[src/rtl/dcmd_pkg.sv]
`default_nettype none
// ----------------------------------------------------------------------------
// dcmd_pkg
// Shared types, opcodes and sizes of the digital potentiometer command engine.
// ----------------------------------------------------------------------------
package dcmd_pkg;

  localparam int WIPER_BITS  = 10;
  localparam int STORE_DEPTH = 16;
  localparam int ADDR_BITS   = (STORE_DEPTH > 1) ? $clog2(STORE_DEPTH) : 1;

  localparam int TYPE_BITS   = 4;
  localparam int ADDRESS_BITS = 4;
  localparam int DATA_BITS   = 16;
  localparam int LOGIC_BITS  = 2;
  localparam int WPOS_BITS   = 10;

  localparam int S_TDATA_BITS = 24;
  localparam int M_TDATA_BITS = 32;

  localparam logic [WIPER_BITS-1:0] WIPER_FULL = {WIPER_BITS{1'b1}};
  localparam logic [WIPER_BITS-1:0] WIPER_MID  = WIPER_BITS'(1) << (WIPER_BITS - 1);

  typedef enum logic [TYPE_BITS-1:0] {
    OP_NOP         = 4'h0,
    OP_STORE       = 4'h2,
    OP_WRITE_ENTRY = 4'h3,
    OP_SHR         = 4'h4,
    OP_DEC         = 4'h6,
    OP_RESTORE     = 4'h8,
    OP_READ_ENTRY  = 4'h9,
    OP_READ_WIPER  = 4'hA,
    OP_WRITE       = 4'hB,
    OP_SHL         = 4'hC,
    OP_INC         = 4'hE
  } opcode_t;

  typedef struct packed {
    logic [TYPE_BITS-1:0]    req_type;
    logic [ADDRESS_BITS-1:0] address;
    logic [DATA_BITS-1:0]    data;
  } cmd_t;

  typedef struct packed {
    logic [DATA_BITS-1:0]  read_data;
    logic [WPOS_BITS-1:0]  wiper_position;
    logic [LOGIC_BITS-1:0] logic_out;
  } result_t;

endpackage : dcmd_pkg
`default_nettype wire

[src/rtl/digipot_command_engine_top.sv]
`default_nettype none
// ----------------------------------------------------------------------------
// digipot_command_engine_top
// Chip-side command engine of a digital potentiometer with nonvolatile store.
// ----------------------------------------------------------------------------
// Usage:
//   The slave stream carries one 24-bit command frame per transaction. The
//   master stream returns one result per frame: the read data asked for by
//   the previous frame (zero if it was not a read), the wiper setting and the
//   two logic outputs after this frame.
//   A frame passes through the input register, then the command executes and
//   its result is registered. Throughput is one frame per cycle unless the
//   receiver stalls; the wiper and store update in the same cycle the result
//   is registered, so the next frame sees them at once.
//   When the receiver stalls, the result register holds and the input
//   register fills; s_tready falls only once both are occupied.
//   Reset sets the wiper to midscale, clears the store, the logic bits and the
//   pending read, and empties both registers.
// ----------------------------------------------------------------------------
module digipot_command_engine_top import dcmd_pkg::*; (
  input  wire logic        clk,
  input  wire logic        rst,
  input  wire logic        s_tvalid,
  output logic             s_tready,
  // [3:0] req_type, [7:4] address, [23:8] data
  input  wire logic [23:0] s_tdata,
  output logic             m_tvalid,
  input  wire logic        m_tready,
  // [15:0] read_data, [25:16] wiper_position, [27:26] logic_out, [31:28] zero
  output logic [31:0]      m_tdata
);

  logic    cmd_valid;
  cmd_t    cmd;
  logic    out_free;
  logic    fire;
  result_t result;

  assign fire = cmd_valid && out_free;

  dcmd_in_stage u_in (
    .clk       (clk),
    .rst       (rst),
    .s_tvalid  (s_tvalid),
    .s_tready  (s_tready),
    .s_tdata   (s_tdata),
    .take      (fire),
    .cmd_valid (cmd_valid),
    .cmd       (cmd)
  );

  dcmd_exec u_exec (
    .clk    (clk),
    .rst    (rst),
    .fire   (fire),
    .cmd    (cmd),
    .result (result)
  );

  dcmd_out_stage u_out (
    .clk      (clk),
    .rst      (rst),
    .load     (cmd_valid),
    .result   (result),
    .free     (out_free),
    .m_tvalid (m_tvalid),
    .m_tready (m_tready),
    .m_tdata  (m_tdata)
  );

endmodule : digipot_command_engine_top
`default_nettype wire

[src/rtl/dcmd_in_stage.sv]
`default_nettype none
// ----------------------------------------------------------------------------
// dcmd_in_stage
// Input register: captures one command frame and holds it until executed.
// ----------------------------------------------------------------------------
module dcmd_in_stage import dcmd_pkg::*; (
  input  wire logic                    clk,
  input  wire logic                    rst,
  input  wire logic                    s_tvalid,
  output logic                         s_tready,
  input  wire logic [S_TDATA_BITS-1:0] s_tdata,
  input  wire logic                    take,
  output logic                         cmd_valid,
  output cmd_t                         cmd
);

  assign s_tready = !cmd_valid || take;

  always_ff @(posedge clk) begin
    if (rst) begin
      cmd_valid <= 1'b0;
    end else if (s_tready) begin
      cmd_valid <= s_tvalid;
    end
  end

  always_ff @(posedge clk) begin
    if (s_tvalid && s_tready) begin
      cmd.req_type <= s_tdata[3:0];
      cmd.address  <= s_tdata[7:4];
      cmd.data     <= s_tdata[23:8];
    end
  end

endmodule : dcmd_in_stage
`default_nettype wire

[src/rtl/dcmd_exec.sv]
`default_nettype none
// ----------------------------------------------------------------------------
// dcmd_exec
// Chip state (wiper, nonvolatile store, logic bits, pending read) and the
// single-pass command decode that updates it and forms the frame result.
// ----------------------------------------------------------------------------
module dcmd_exec import dcmd_pkg::*; (
  input  wire logic clk,
  input  wire logic rst,
  input  wire logic fire,
  input  wire cmd_t cmd,
  output result_t   result
);

  logic [WIPER_BITS-1:0] wiper, wiper_next;
  logic [DATA_BITS-1:0]  nv_store [STORE_DEPTH];
  logic [LOGIC_BITS-1:0] logic_bits, logic_bits_next;
  logic [DATA_BITS-1:0]  pending_read, pending_read_next;

  logic [ADDR_BITS-1:0]  idx;
  logic                  addr_ok;
  logic                  nv_we;
  logic [ADDR_BITS-1:0]  nv_waddr;
  logic [DATA_BITS-1:0]  nv_wdata;
  logic [WIPER_BITS:0]   shl_val;

  assign idx     = ADDR_BITS'(cmd.address);
  assign addr_ok = (32'(cmd.address) < STORE_DEPTH);
  assign shl_val = {wiper, 1'b0};

  always_comb begin
    wiper_next        = wiper;
    logic_bits_next   = logic_bits;
    pending_read_next = '0;
    nv_we             = 1'b0;
    nv_waddr          = '0;
    nv_wdata          = cmd.data;
    unique case (opcode_t'(cmd.req_type))
      OP_STORE: begin
        nv_we    = 1'b1;
        nv_wdata = DATA_BITS'(wiper);
      end
      OP_WRITE_ENTRY: begin
        nv_we    = addr_ok;
        nv_waddr = idx;
      end
      OP_SHR: wiper_next = wiper >> 1;
      OP_DEC: begin
        if (wiper != '0) wiper_next = wiper - WIPER_BITS'(1);
      end
      OP_RESTORE: begin
        wiper_next      = WIPER_BITS'(nv_store[0]);
        logic_bits_next = nv_store[1][LOGIC_BITS-1:0];
      end
      OP_READ_ENTRY: begin
        if (addr_ok) pending_read_next = nv_store[idx];
      end
      OP_READ_WIPER: pending_read_next = DATA_BITS'(wiper);
      OP_WRITE: wiper_next = cmd.data[WIPER_BITS-1:0];
      OP_SHL: begin
        // A carry out of the top bit means the doubled value is past full scale.
        wiper_next = shl_val[WIPER_BITS] ? WIPER_FULL : shl_val[WIPER_BITS-1:0];
      end
      OP_INC: begin
        if (wiper != WIPER_FULL) wiper_next = wiper + WIPER_BITS'(1);
      end
      default: ;
    endcase
  end

  // The result carries the read data requested by the previous frame.
  always_comb begin
    result.read_data      = pending_read;
    result.wiper_position = WPOS_BITS'(wiper_next);
    result.logic_out      = logic_bits_next;
  end

  always_ff @(posedge clk) begin
    if (rst) begin
      wiper        <= WIPER_MID;
      logic_bits   <= '0;
      pending_read <= '0;
      for (int i = 0; i < STORE_DEPTH; i++) nv_store[i] <= '0;
    end else if (fire) begin
      wiper        <= wiper_next;
      logic_bits   <= logic_bits_next;
      pending_read <= pending_read_next;
      if (nv_we) nv_store[nv_waddr] <= nv_wdata;
    end
  end

endmodule : dcmd_exec
`default_nettype wire

[src/rtl/dcmd_out_stage.sv]
`default_nettype none
// ----------------------------------------------------------------------------
// dcmd_out_stage
// Result register: holds one result until the receiver takes it.
// ----------------------------------------------------------------------------
module dcmd_out_stage import dcmd_pkg::*; (
  input  wire logic                    clk,
  input  wire logic                    rst,
  input  wire logic                    load,
  input  wire result_t                 result,
  output logic                         free,
  output logic                         m_tvalid,
  input  wire logic                    m_tready,
  output logic [M_TDATA_BITS-1:0]      m_tdata
);

  result_t held;

  assign free = !m_tvalid || m_tready;

  always_ff @(posedge clk) begin
    if (rst) begin
      m_tvalid <= 1'b0;
    end else if (free) begin
      m_tvalid <= load;
    end
  end

  always_ff @(posedge clk) begin
    if (load && free) held <= result;
  end

  assign m_tdata = {4'b0, held.logic_out, held.wiper_position, held.read_data};

endmodule : dcmd_out_stage
`default_nettype wire

[config.mk]
export PLATFORM = sky130hd
export DESIGN_NAME = digipot_command_engine_top
export DESIGN_NICKNAME = d
export VERILOG_FILES = /design/src/rtl/dcmd_pkg.sv /design/src/rtl/digipot_command_engine_top.sv /design/src/rtl/dcmd_in_stage.sv /design/src/rtl/dcmd_exec.sv /design/src/rtl/dcmd_out_stage.sv
export SDC_FILE = /design/constraint.sdc
export NUM_CORES = 1
export LEC_CHECK = 0
export BUFFER_PORTS_ARGS = -buffer_cell sky130_fd_sc_hd__buf_2
export CAP_MARGIN = 20
export CORE_MARGIN = 3
export CORE_UTILIZATION = 62
export DETAILED_ROUTE_END_ITERATION = 12
export PLACE_DENSITY_LB_ADDON = 0.25
export SETUP_SLACK_MARGIN = 0.5
export SYNTH_ARGS = -nofsm -noshare
export SYNTH_HDL_FRONTEND = slang
export SYNTH_SLANG_ARGS = --single-unit
[constraint.sdc]
create_clock -name clk -period 3 [get_ports clk]
set_input_delay 0.6 -clock clk [delete_from_list [all_inputs] [get_ports clk]]
set_output_delay 0.6 -clock clk [all_outputs]
set_load 0.005 [all_outputs]
---- Yosys cells after proc, flatten, opt, wreduce, memory -nomap -nowiden ----
Memories as Yosys holds them, arrays and structs flattened. A register that Yosys moved wholly into a read port is not among the register bits.
Cells that the tools add are included.
storage, ports and cells
  word-level logic and storage cells ...... 53
  memories kept ........................... 1
  register bits ........................... 82
  bits in writable memories ............... 256
  output and inout port bits .............. 34
operators by class
  equality and inequality tests ........... 11
  reduce and logical (&&, ||, !) cells .... 9
  multiplexer cells ....................... 19
  add/subtract/negate cells ............... 2
memories
  name             depth  width  rd ports  clocked after Yosys merged registers in  wr ports  RTL line         text
  u_exec.nv_store  16     16     3         1                                        16        dcmd_exec.sv:16  logic [DATA_BITS-1:0] nv_store [STORE_DEPTH];
operator list
  kind                     number
  $pmux W10 S6             1
  $mux W16                 2
  $pmux W16 S2             1
  $mux W10                 3
  $eq A4 B4 Y1 const B     6
  $reduce_or A16 Y1        1
  $mux W4                  3
  $add A10 B1 Y10 const B  1
  $ne A10 B10 Y1 const B   1
  $reduce_bool A10 Y1      1
  $sub A10 B1 Y10 const B  1
  $eq A4 B2 Y1 const B     2
  $eq A4 B3 Y1 const B     2
  $mux W1                  8
  $logic_and A1 B1 Y1      2
  $logic_not A1 Y1         2
  $logic_or A1 B1 Y1       2
  $mux W2                  1
  $reduce_or A2 Y1         1

---- Longest topological paths before layout ----
  depth after elaboration ................. 9
  gate-level depth with buffers ........... 9

---- By module ----
From an unflattened synthesis, not the netlist that was laid out.
unflattened totals
  cells, all modules ...................... 1107
  area total of the unflattened synthesis .. 15117.0 um^2
modules (own cells, without submodules)
  module                      times used  seq. area each (um^2)  area each (um^2)  cells each
  dcmd_exec                   1           8247.9                 13405.4           1039
  dcmd_out_stage              1           860.8                  929.6             38
  dcmd_in_stage               1           740.7                  775.7             29
  digipot_command_engine_top  1           0.0                    6.3               1

---- Worst setup path after synthesis ----
No wires, ideal clock.
  path type ............................... input port to flip-flop
  start ................................... in rst
  end ..................................... mem u_exec.nv_store[12][0] (enable)
  arrival ................................. 2.233 ns
  cell stages on the path ................. 7
  setup slack ............................. 0.396 ns
  required time ........................... 2.628 ns
  path buffers ............................ 2
  cell sequence ........................... clkbuf_1 nor3b_1 nand3_1 nor2_1 nand2_1 clkbuf_1 nand2_1
RTL lines
  element             RTL line                          text
  start: declaration  digipot_command_engine_top.sv:22  input wire logic rst,
  end: declaration    dcmd_exec.sv:16

==> metrics.txt <==
Worst Tran Pin Value slightly below 1 ns; number of I/O port buffers 57; Gate power share under 10%; clk_lat worst skew between 0.5 and 0.6 ns; antenna violations before repair 1; Peak Freq slightly above 400 MHz; Die Y-Extent 162 um; share of cells above drive strength 1 about a quarter; Netlist Area Pre-Place between 15000 and 20000 um^2; most common cell after layout, fill and taps aside edfxtp_1; Syn Area/Cell roughly 13 um^2; VDD IR-drop max just under 500 uV; # DRC 0; TritonRoute pass-1 iters 6; largest net degree at the start of global routing 40; Hold WC Path Type in -> reg; final net count approximately 1200; GRT overflow 0; Rel. slew slack around a third; Pwr Density around 640 nW/um^2; most frequent cells in the layout 308 x edfxtp_1, 301 x nor2_1, 66 x buf_4; ys async rst share 0%; Setup CP Type reg -> reg; antenna viol nets, final 0; drt via density ~6.4; diode count 0; row count 56; Seq pwr share ~49%; Final Setup Violations 0; reg-to-reg startpoint u_in.cmd[23]$_DFFE_PP_; worst hold stages 1; crit start category flip-flop; Placed Area 16000 um^2; CTS tree built; area grow syn2layout 15.3%; first-pass GRT wire length between 50000 and 60000 um; CP max FO 16; CTS Buf Count 35; WL final roughly 38000 um; r2r setup slk a little under 0.6 ns; Req. time, crit path 3.23 ns; Total GRT Usage between 20 and 30%; Root Buffer clkbuf_16; Netlist cell types 70; fin. max-slew vios 0; #FFs+latches synth 342; Fillers between 1500 and 2000; Die ar. ~26000 um^2; clock network power share a little over two fifths; starting DRC count in detailed routing about 1500; Mapped Cells between 1000 and 1500; crit path capture type flip-flop; clock slew at reported path FFs around 0.060 ns; H-tree depth 2; GPL Wtd Cong 0.928; starting density of the core a little under two thirds; I/O pin count 62; post-route design area ~17000 um^2; Yosys warning count 0; number of max-cap violations 0; Sink Count around 340; internal power approximately 8.6 mW; post-synthesis sequential area ratio approximately two thirds; Static Leakage between 6 and 7 nW; Hold EP u_in.cmd[5]$_DFFE_PP_; status complete, no violations; CTS max path bufs 3; Core Footprint 23700 um^2; worst path arrival time between 2 and 3 ns; min cycle time layout 2.41 ns; Hold Fails Final Rpt 0; ratio of final minimum period to clock period about four fifths; NetSw between 2 and 2.5 mW; Post-synth top flop edfxtp_1; Die X about 160 um; Hold Path Origin s_tdata[13]; total number of vias between 10000 and 15000; RSZ-0062 raised after global routing true; placed cell count 1482; post-detail-place hpwl roughly 25000 um; R2R cell count 5; Reg2Reg Capture Point u_exec.nv_store[7][10]$_SDFFCE_PN0P_; number of flops mapped to enable cells by yosys roughly 300; clk_skew slightly above 0.02 ns; DR WL/cell 24.4 um; setup TNS 0 ns; Sw Ratio between 20% and 30%; vias in the first global route ~9600; Util after Layout 73.6%; Post-Layout Cell Count 1555
[how the worst max path moves through the flow]
stage / startpoint / cells after the start / slack (ns) / to
after floorplan: rst / 7 / 0.56 / u_exec.nv_store[12][0]$_SDFFCE_PN0P_
after global placement: u_in.cmd[20]$_DFFE_PP_ / 5 / 0.40 / u_exec.wiper[6]$_SDFFE_PP0P_
after detailed placement: u_in.cmd[20]$_DFFE_PP_ / 5 / 0.44 / u_exec.wiper[6]$_SDFFE_PP0P_
after CTS: u_in.cmd[20]$_DFFE_PP_ / 6 / 0.51 / u_exec.nv_store[6][11]$_SDFFCE_PN0P_
after global routing: u_in.cmd[23]$_DFFE_PP_ / 5 / 0.49 / u_exec.nv_store[12][12]$_SDFFCE_PN0P_
final: u_in.cmd[23]$_DFFE_PP_ / 5 / 0.59 / u_exec.nv_store[7][10]$_SDFFCE_PN0P_
[cells by family after synthesis]
logic type,Yosys count,synth area share (%)
simple gates,444,12.6
flops,342,65.7
xor+xnor,1,0.0580
other cells,1,0.0248
buf+inv,100,2.81
fa+ha+maj,2,0.166
compound gates,136,6.15
mux,107,12.5
[timing repair]
item / in CTS / in global routing
setup endpoints to repair: 14 / 293
setup buffers: 3 / 8
hold buffers: 0 / 0
gates resized for setup: 4 / 23
endpoints found under the hold margin: 0 / 0
pin swaps: 0 / 0
[flip-flops by register name, summed over array words and instances (netlist names), named ones only]
name                 flops
u_in.cmd                24
u_exec.wiper            10
u_exec.pending_read     16
u_exec.logic_bits        2
u_exec.nv_store        256
u_out.m_tdata           28
u_out.m_tvalid           1
u_in.cmd_valid           1
[per-layer routing]
| metal | GRT usage (%) | wire (um) |
|---|---|---|
| met3 | 5.74 | 4040 |
| met4 | 8.10 | 1060 |
| met2 | 47.4 | 18500 |
| met5 | 0 | 7 |
| met1 | 41.5 | 14300 |
[area by class of cell]
cell class | instances | area (um^2) | share of cell area (%)
Clock buffer | 43 | 988 | 5.67
Timing Repair Buffer | 128 | 888 | 5.10
Multi-Input combinational cell | 694 | 4910 | 28.2
Clock inverter | 19 | 256 | 1.47
Sequential cell | 342 | 9940 | 57.0
Inverter | 10 | 37.5 | 0.215
Tap cell | 319 | 399 | 2.29
[synth_stat cells (all sizes together) (3+ instances only)]
cell | number | area, um^2
nand2b | 6 | 37.5
inv | 10 | 37.5
or3 | 3 | 18.8
mux2 | 14 | 158
nand4 | 3 | 18.8
nor2 | 303 | 1140
a211oi | 4 | 40.0
and2 | 3 | 18.8
edfxtp | 308 | 9250
nand3 | 17 | 90.1
nor3b | 4 | 30.0
a22oi | 16 | 120
nand2 | 66 | 253
o21ai | 25 | 125
and3 | 5 | 31.3
nor3 | 12 | 75.1
clkbuf | 58 | 219
o221ai | 4 | 35.0
nor2b | 8 | 50.1
mux2i | 29 | 290
dfxtp | 34 | 681
a311oi | 4 | 41.3
buf | 32 | 169
mux4 | 64 | 1440
o22ai | 11 | 68.8
a221oi | 8 | 70.1
a31oi | 5 | 31.3
a22o | 10 | 87.6
a21oi | 31 | 155
[power by group through the flow]
| stage | clock (mW) | sequential (mW) | combinational [mW] |
|---|---|---|---|
| floorplan | 0 | 5.49 | 0.627 |
| global placement | 0 | 5.56 | 0.889 |
| detailed placement | 0 | 5.57 | 0.906 |
| CTS | 4.68 | 5.47 | 0.925 |
| global route | 4.87 | 5.47 | 1.04 |
| finish | 4.65 | 5.46 | 0.978 |
[critical path: stages (launching register included)]
cell and delay (ns):
edfxtp_1 0.53, buf_4 0.24, nor2_1 0.16, nand2_2 0.38
nand2_1 0.68, nor2_1 0.10
[through the flow]
step	hold WS (ns)	power [mW]	setup slack (ns)
global placement	0.412	6.45	0.402
floorplan	0.403	6.12	0.563
finish	0.246	11.1	0.592
CTS	0.239	11.1	0.510
global route	0.241	11.4	0.486
detailed placement	0.415	6.48	0.440
Note: power is estimated with default switching activity, not from simulation.
